### src/rtl/swr_pkg.sv
// Package for the stratified weight resampler: shared state type.
// No dependencies.
`default_nettype none
package swr_pkg;
    typedef enum logic [2:0] {
        ST_LOAD,
        ST_DIV,
        ST_WALK,
        ST_EMIT
    } state_t;
endpackage
`default_nettype wire

### src/rtl/swr_div.sv
// Restoring divider, one quotient bit per cycle.
// Depends on nothing.
`default_nettype none
module swr_div #(
    parameter int NUM_W = 45,
    parameter int DEN_W = 22
) (
    input  wire logic             aclk,
    input  wire logic             aresetn,
    input  wire logic             start,
    input  wire logic [NUM_W-1:0] num,
    input  wire logic [DEN_W-1:0] den,
    output logic                  done,
    output logic [NUM_W-1:0]      quot
);
    localparam int CW = $clog2(NUM_W + 1);
    logic [NUM_W-1:0] q_reg;
    logic [DEN_W:0]   r_reg;
    logic [DEN_W-1:0] d_reg;
    logic [CW-1:0]    cnt_reg;
    logic             busy_reg;
    logic             done_reg;
    logic [DEN_W:0]   trial;
    logic [DEN_W+1:0] diff;

    assign trial = {r_reg[DEN_W-1:0], q_reg[NUM_W-1]};
    assign diff  = {1'b0, trial} - {2'b00, d_reg};

    always_ff @(posedge aclk) begin
        if (!aresetn) begin
            busy_reg <= 1'b0;
            done_reg <= 1'b0;
            cnt_reg  <= '0;
        end else begin
            // pulse done after the last quotient bit
            done_reg <= !start && busy_reg && (cnt_reg == CW'(1));
            if (start) begin
                busy_reg <= 1'b1;
                cnt_reg  <= CW'(NUM_W);
            end else if (busy_reg) begin
                cnt_reg <= cnt_reg - 1'b1;
                if (cnt_reg == CW'(1)) begin
                    busy_reg <= 1'b0;
                end
            end
        end
    end

    always_ff @(posedge aclk) begin
        if (start) begin
            q_reg <= num;
            r_reg <= '0;
            d_reg <= den;
        end else if (busy_reg) begin
            if (!diff[DEN_W+1]) begin
                r_reg <= diff[DEN_W:0];
                q_reg <= {q_reg[NUM_W-2:0], 1'b1};
            end else begin
                r_reg <= trial;
                q_reg <= {q_reg[NUM_W-2:0], 1'b0};
            end
        end
    end

    assign done = done_reg;
    assign quot = q_reg;
endmodule
`default_nettype wire

### src/rtl/stratified_weight_resampler_top.sv
// Top level of the stratified weight resampler.
// Depends on swr_pkg and swr_div.
//
// Weights load at one word per cycle. On the word marked tlast the block
// drops s_axis_tready and, for each stored weight, runs the shared
// bit-serial divider for 23+FRAC_BITS quotient bits. Each division is
// followed by a walk that takes one unit off the carry per emitted
// index (including those dropped once m are out) before the next weight.
// Then the slot read is primed and the m slots stream out at one
// word per cycle while m_axis_tready stays high. A zero weight sum or
// count skips the divisions and goes to the output with m_axis_tuser set.
`default_nettype none
module stratified_weight_resampler_top
    import swr_pkg::*;
#(
    parameter int MAX_PARTICLES = 64,
    parameter int FRAC_BITS     = 16
) (
    input  wire logic        aclk,
    input  wire logic        aresetn,
    input  wire logic        cfg_we,
    input  wire logic [6:0]  cfg_wdata,
    input  wire logic        s_axis_tvalid,
    output logic             s_axis_tready,
    input  wire logic [31:0] s_axis_tdata,  // weight[15:0], rand_frac[31:16]
    input  wire logic        s_axis_tlast,  // last_weight
    output logic             m_axis_tvalid,
    input  wire logic        m_axis_tready,
    output logic [7:0]       m_axis_tdata,  // particle_index[6:0], zero[7]
    output logic             m_axis_tuser,  // sum_error
    output logic             m_axis_tlast   // last_index
);
    localparam int AW    = $clog2(MAX_PARTICLES);
    localparam int NUM_W = 23 + FRAC_BITS;
    localparam int CW    = FRAC_BITS + 9;   // signed carry width
    localparam int RAND_UP   = (FRAC_BITS >= 16) ? FRAC_BITS - 16 : 0;
    localparam int RAND_DOWN = (FRAC_BITS < 16) ? 16 - FRAC_BITS : 0;
    localparam logic [6:0] MAXP = 7'(MAX_PARTICLES);

    state_t state_reg, state_next;
    logic [6:0]  out_count_reg;
    logic [21:0] sum_reg;
    logic [6:0]  n_reg;         // fill count
    logic [6:0]  m_reg;
    logic [6:0]  i_reg;         // weight being walked
    logic [6:0]  k_reg;         // emit count
    logic [6:0]  largest_reg;
    logic [6:0]  o_reg;         // output slot
    logic [CW-1:0] c_reg;
    logic          err_reg;
    logic [6:0]  slot_mem [MAX_PARTICLES];
    logic [15:0] wmem [MAX_PARTICLES];
    logic [15:0] rmem [MAX_PARTICLES];
    logic [MAX_PARTICLES-1:0] rvalid_reg;
    logic [15:0] w_rd_reg;
    logic [15:0] rand_rd_reg;
    logic [6:0]  slot_rd_reg;
    logic        rd_ok_reg;
    logic        div_start_reg;
    logic        div_done;
    logic [NUM_W-1:0] quot;
    logic [22:0] w_times_m;
    logic        acc;
    logic [6:0]  n_new;
    logic [21:0] sum_new;
    logic [6:0]  m_calc;
    logic [6:0]  i_next;
    logic [6:0]  k_next;
    logic        rand_ok;
    logic [CW-1:0] rand_fx;
    logic [CW-1:0] c_sub;
    logic        ge_one, ge_rand, walk_emit;

    assign acc     = s_axis_tvalid && s_axis_tready;
    assign n_new   = (n_reg < MAXP) ? n_reg + 7'd1 : n_reg;
    assign sum_new = (n_reg < MAXP) ? sum_reg + 22'(s_axis_tdata[15:0]) : sum_reg;
    always_comb begin
        m_calc = (out_count_reg == 7'd0) ? n_new : out_count_reg;
        if (m_calc > MAXP) m_calc = MAXP;
    end

    // random threshold for the current emit count
    always_comb begin
        rand_ok = (k_reg < MAXP) && rvalid_reg[k_reg[AW-1:0]];
        rand_fx = rand_ok ? ((CW'(rand_rd_reg) << RAND_UP) >> RAND_DOWN) : '0;
    end

    assign ge_one    = !c_reg[CW-1] && (c_reg[CW-2:FRAC_BITS] != '0);
    assign c_sub     = c_reg - (CW'(1) << FRAC_BITS);
    assign ge_rand   = !c_reg[CW-1] && (c_reg >= rand_fx);
    assign walk_emit = ge_one || (k_reg < m_reg && ge_rand);

    // next walk and emit positions, used as memory read addresses
    always_comb begin
        i_next = i_reg;
        k_next = k_reg;
        if (state_reg == ST_LOAD && acc && s_axis_tlast) begin
            i_next = '0;
            k_next = '0;
        end else if (state_reg == ST_WALK) begin
            if (!walk_emit) i_next = i_reg + 7'd1;
            else if (k_reg < m_reg) k_next = k_reg + 7'd1;
        end
    end

    always_comb begin
        state_next = state_reg;
        case (state_reg)
            ST_LOAD: if (acc && s_axis_tlast)
                state_next = (sum_new == 22'd0 || n_new == 7'd0) ? ST_EMIT : ST_DIV;
            ST_DIV:  if (div_done) state_next = ST_WALK;
            ST_WALK: if (!walk_emit) state_next = (i_reg + 7'd1 >= n_reg) ? ST_EMIT : ST_DIV;
            ST_EMIT: if (m_reg == 7'd0 || (m_axis_tvalid && m_axis_tready && m_axis_tlast))
                state_next = ST_LOAD;
            default: state_next = ST_LOAD;
        endcase
    end

    always_comb begin
        s_axis_tready = (state_reg == ST_LOAD);
    end

    assign w_times_m = 23'(w_rd_reg) * 23'(m_reg);

    swr_div #(.NUM_W(NUM_W), .DEN_W(22)) u_div (
        .aclk(aclk), .aresetn(aresetn), .start(div_start_reg),
        .num({w_times_m, {FRAC_BITS{1'b0}}}),
        .den(sum_reg), .done(div_done), .quot(quot)
    );

    always_ff @(posedge aclk) begin
        if (acc && n_reg < MAXP) begin
            wmem[n_reg[AW-1:0]] <= s_axis_tdata[15:0];
            rmem[n_reg[AW-1:0]] <= s_axis_tdata[31:16];
        end
        // pass a weight written in this same cycle straight through
        if (acc && n_reg < MAXP && n_reg[AW-1:0] == i_next[AW-1:0])
            w_rd_reg <= s_axis_tdata[15:0];
        else
            w_rd_reg <= wmem[i_next[AW-1:0]];
        rand_rd_reg <= rmem[k_next[AW-1:0]];
        if (state_reg == ST_WALK && walk_emit && k_reg < m_reg)
            slot_mem[k_reg[AW-1:0]] <= i_reg + 7'd1;
        // hold the shown slot while stalled
        if (state_reg == ST_EMIT && (!rd_ok_reg || m_axis_tready))
            slot_rd_reg <= slot_mem[o_reg[AW-1:0]];
        if (state_reg == ST_DIV && div_done) c_reg <= c_reg + CW'(quot);
        else if (state_reg == ST_WALK && walk_emit) c_reg <= c_sub;
        else if (state_reg == ST_LOAD) c_reg <= '0;
    end

    always_ff @(posedge aclk) begin
        if (!aresetn) begin
            state_reg     <= ST_LOAD;
            out_count_reg <= 7'd0;
            sum_reg       <= '0;
            n_reg <= '0; m_reg <= '0; i_reg <= '0; k_reg <= '0; o_reg <= '0;
            largest_reg   <= '0;
            err_reg       <= 1'b0;
            rvalid_reg    <= '0;
            div_start_reg <= 1'b0;
            rd_ok_reg     <= 1'b0;
        end else begin
            state_reg     <= state_next;
            div_start_reg <= (state_next == ST_DIV) && (state_reg != ST_DIV);
            if (cfg_we) out_count_reg <= cfg_wdata;
            case (state_reg)
                ST_LOAD: begin
                    if (acc) begin
                        if (n_reg < MAXP) begin
                            rvalid_reg[n_reg[AW-1:0]] <= 1'b1;
                            sum_reg <= sum_new;
                        end
                        n_reg <= n_new;
                        if (s_axis_tlast) begin
                            m_reg <= m_calc;
                            i_reg <= '0; k_reg <= '0; o_reg <= '0;
                            largest_reg <= '0;
                            rd_ok_reg <= 1'b0;
                            err_reg <= (state_next == ST_EMIT);
                        end
                    end
                end
                ST_DIV: ;
                ST_WALK: begin
                    if (walk_emit) begin
                        if (k_reg < m_reg) begin
                            k_reg <= k_reg + 7'd1;
                            largest_reg <= i_reg + 7'd1;
                        end
                    end else begin
                        i_reg <= i_reg + 7'd1;
                    end
                end
                ST_EMIT: begin
                    if (!rd_ok_reg || m_axis_tready) o_reg <= o_reg + 7'd1;
                    if (state_next == ST_LOAD) begin
                        n_reg <= '0; sum_reg <= '0; rvalid_reg <= '0;
                        rd_ok_reg <= 1'b0;
                    end else if (!rd_ok_reg) begin
                        rd_ok_reg <= 1'b1;
                    end
                end
                default: ;
            endcase
        end
    end

    // out slot being shown is o_reg-1; slot_rd_reg holds it
    logic [6:0] shown;
    logic       is_last;
    assign shown   = o_reg - 7'd1;
    assign is_last = (o_reg == m_reg);
    // drive the output word from the shown slot; it is held while stalled
    always_comb begin
        m_axis_tvalid = (state_reg == ST_EMIT) && rd_ok_reg && m_reg != 7'd0;
        m_axis_tlast  = is_last;
        m_axis_tuser  = err_reg;
        m_axis_tdata  = 8'd0;
        if (!err_reg) begin
            if (shown < k_reg)      m_axis_tdata = {1'b0, slot_rd_reg};
            else if (is_last)       m_axis_tdata = {1'b0, largest_reg};
        end
    end
endmodule
`default_nettype wire

### config.mk
export PLATFORM = sky130hd
export DESIGN_NAME = stratified_weight_resampler_top
export DESIGN_NICKNAME = d
export VERILOG_FILES = /design/src/rtl/swr_pkg.sv /design/src/rtl/swr_div.sv /design/src/rtl/stratified_weight_resampler_top.sv
export SDC_FILE = /design/constraint.sdc
export NUM_CORES = 2
export LEC_CHECK = 0
export ABC_CLOCK_PERIOD_IN_PS = 21400
export BUFFER_PORTS_ARGS = -buffer_cell sky130_fd_sc_hd__buf_4
export CORE_MARGIN = 4
export CORE_UTILIZATION = 55
export DETAILED_ROUTE_END_ITERATION = 10
export PLACE_DENSITY = 0.75
export SKIP_CTS_REPAIR_TIMING = 1
export SLEW_MARGIN = 20
export SYNTH_ARGS = -nofsm -noshare
export SYNTH_HDL_FRONTEND = slang
export SYNTH_SLANG_ARGS = --single-unit
### constraint.sdc
create_clock -name aclk -period 21.4 [get_ports aclk]
set_clock_uncertainty 0.1 [all_clocks]
set_input_delay 2.14 -clock aclk [delete_from_list [all_inputs] [get_ports aclk]]
set_output_delay 2.14 -clock aclk [all_outputs]
set_load 0.02 [all_outputs]
==> reports/qor.csv <==
stage,metric,value,unit
run_status,outcome,completed,
place,placed inst area,118000,sq um
yosys,Mean Syn Cell Area,18.7,sq um
power,sw power,2.33,mW
final_layout,"commonest cells after routing, fill and taps aside","edfxtp_1 (2573), mux4_2 (699), nor2_1 (343), clkbuf_16 (297), nand2_1 (254)",
die,Die Height,462,um
sta,final hold viol count,0,
sta,Fmax achieved,99.9,MHz
power,Net Sw Frac,0.209,
yosys,dominant synthesized flop cell,edfxtp_1,
cts,Clock Latency Late Sink,960,ps
yosys,distinct cell type count after synthesis,91,
route,Post-DRT Antenna Nets,0,
worst_setup_path,critical path class,register to register,
final_layout,Layout Nets,6524,
power,Static Leak,40.3,nW
die,Total Die Area,214000,sq um
power,sequential group share of total power,0.540,
sta,Worst Tran Pin Value,1190,ps
worst_setup_path,element type at the critical path start,register,
die,Core Box Area,205000,sq um
route,# DRC,0,
global_route,initial antenna violation count,19,
global_route,first-pass GRT wire length,429000,um
final_layout,Area Growth Syn to Fin,11.3,%
power,PnR Total Power,11.1,mW
place,dpl cells,8656,
place,number of port buffers,55,
final_layout,"commonest non-fill, non-tap cell in the layout",edfxtp_1,
run,max cap viols,0,
final_layout,Layout Cells excl Fill,9143,
sta,Sum Neg Setup Slack,0,ps
route,DR WL met2,138000,um
yosys,Post-Syn Instances,6078,
yosys,Syn Std Cell Area,114000,sq um
sta,Tcrit/Tclk final,0.468,
global_route,number of global-route vias before repair,61100,
sta,setup ws final,11390,ps
power,clock network power share,0.420,
cts,H-tree depth,5,
yosys,fraction of registers with async set/reset,0,
worst_setup_path,crit end category,register,
worst_hold_path,worst hold path type,register to register,
cts,CTS tree,done,
power,Max VDD drop,0.0932,mV
yosys,#FFs+latches synth,2782,
place,pre-CTS WS,11690,ps
cts,Root Buffer,clkbuf_16,
cts,Worst-path clk slew,60,ps
global_route,Overflow after GRT,0,
worst_setup_path,Reg2Reg Setup Slack,11390,ps
sta,Final min period,10010,ps
yosys,Yosys warning count,0,
route,drt pass-1 iters,8,
route,DR iter-0 viols,9510,
route,DR WL met3,35000,um
route,Post-Route WL,294000,um
sta,RSZ-0062 raised after global routing,no,
worst_setup_path,CP arrival,10700,ps
final_layout,design area,126000,sq um
sta,final setup vio count,0,
die,Initial Util,0.554,
die,I/O Pins,57,
global_route,GRT Overall Usage,0.274,
power,combinational share of power,0.040,
global_route,largest net degree at the start of global routing,130,
worst_setup_path,data required time of the worst path,22090,ps
final_layout,ratio of cells with drive above 1 in the final layout,0.215,
route,top routing layer in use,met5,
route,wl on met1,111000,um
yosys,number of synthesized flops with an enable pin,2573,
sta,max-slew violations,0,
route,routed len/inst,32.2,um
route,vias per inst,6.74,
cts,clk buf depth,4,
place,dpl hpwl,157000,um
power,internal power,8.79,mW
route,Via Count,61600,
worst_setup_path,CP Max Fanout,129,
die,Die X,462,um
cts,clock sinks,2782,
place,Placer Congestion,0.861,
die,row cnt,166,
yosys,sequential area share after synthesis,0.717,
sta,worst rel slew slack,0.203,
power,Pwr Density,88.0,nW/um^2
cts,CTS buffer count,291,
## metal layers
metal / global-route usage / vias up
li1: - / 24800
met1: 0.394 / 31900
met2: 0.418 / 4227
met3: 0.0677 / 647
met4: 0.0906 / 16
met5: 0 / -
## kinds of logic (layout without fill, tap and decap cells)
| group | Yosys count | count (layout) | synth area share |
|---|---|---|---|
| mux | 773 | 773 | 0.145 |
| simple gates | 1055 | 1055 | 0.0433 |
| fa+ha+maj | 218 | 218 | 0.0288 |
| xor+xnor | 101 | 101 | 0.00779 |
| flops | 2782 | 2782 | 0.717 |
| buf+inv | 461 | 831 | 0.0172 |
| compound gates | 687 | 687 | 0.0403 |
| other cells | 1 | 8 | 0.0000330 |
## cells in the mapped netlist (5+ instances only)
library cell | number | area (sq um)
edfxtp_1 | 2573 | 77300
mux4_2 | 699 | 15700
nor2_1 | 412 | 1550
nand2_1 | 254 | 953
dfxtp_1 | 209 | 4180
a21oi_1 | 208 | 1040
a22oi_1 | 191 | 1430
clkbuf_1 | 164 | 616
inv_1 | 156 | 586
ha_1 | 146 | 1830
and2_1 | 74 | 463
fa_1 | 72 | 1440
o21ai_0 | 72 | 360
mux2i_1 | 69 | 691
nand3_1 | 69 | 345
nor3_1 | 64 | 320
buf_1 | 58 | 218
xnor2_1 | 55 | 482
buf_2 | 48 | 240
nand4_1 | 46 | 288
xor2_1 | 46 | 403
a21o_1 | 31 | 233
a211oi_1 | 23 | 173
and3_1 | 22 | 138
nand2b_1 | 21 | 131
buf_4 | 20 | 150
a22o_1 | 17 | 149
a31oi_1 | 17 | 106
nor2b_1 | 17 | 106
or2_1 | 15 | 93.8
or3_1 | 14 | 87.6
a311oi_1 | 13 | 114
o21a_1 | 12 | 90.1
o22ai_1 | 12 | 75.1
a221oi_1 | 11 | 96.3
buf_6 | 10 | 113
o211ai_1 | 10 | 75.1
o21bai_1 | 9 | 67.6
or4_1 | 9 | 67.6
a211o_1 | 7 | 61.3
nor4_1 | 7 | 43.8
or2_2 | 5 | 31.3
## per-stage QoR
stage,hold slack (ps),utilization
6_report,369,0.616
5_1_grt,386,0.616
4_1_cts,369,0.616
3_5_place_dp,356,0.574
3_3_place_gp,347,0.574
2_1_floorplan,323,-
## power groups by stage
stage | logic, mW | registers, mW | clock network (mW)
6_report | 0.449 | 6.00 | 4.66
5_1_grt | 0.502 | 6.00 | 4.96
4_1_cts | 0.446 | 6.00 | 4.72
3_5_place_dp | 0.444 | 6.11 | 0
3_3_place_gp | 0.426 | 6.11 | 0
2_1_floorplan | 0.298 | 6.10 | 0
## worst paths after layout
check,start,depth (start not counted),end
min reg2reg,rvalid_reg[47]$_SDFFE_PN0P_,2,rvalid_reg[47]$_SDFFE_PN0P_
max reg2reg,k_reg[2]$_SDFFE_PN0P_,25,rand_rd_reg[10]$_DFF_P_
min,rvalid_reg[47]$_SDFFE_PN0P_,2,rvalid_reg[47]$_SDFFE_PN0P_
max,k_reg[2]$_SDFFE_PN0P_,25,rand_rd_reg[10]$_DFF_P_
## worst max-delay path: stages, from the launching register on
cell,delay (ps)
dfxtp_1,710
inv_1,250
nor3_1,960
a22o_1,280
a221oi_1,50
nand4_1,170
o21ai_0,100
mux4_2,480
a21oi_1,170
buf_4,220
nand2_1,80
ha_1,290
and3_1,170
a221oi_1,300
o211ai_1,200
or4_1,510
and2_1,330
and3_1,300
mux2i_4,200
buf_4,470
buf_12,570
buf_4,970
mux4_2,450
a22oi_1,290
nand4_1,570
or2_1,440
## cell type report
type / instances / area [sq um]
Antenna cell: 6 / 15.0
Clock buffer: 373 / 7800
Clock inverter: 108 / 758
Fill cell: 13700 / 78700
Inverter: 160 / 602
Multi-Input combinational cell: 2836 / 30800
Sequential cell: 2782 / 81500
Tap cell: 2688 / 3360
Timing Repair Buffer: 190 / 1480
Note: power is estimated with default switching activity, not from simulation.
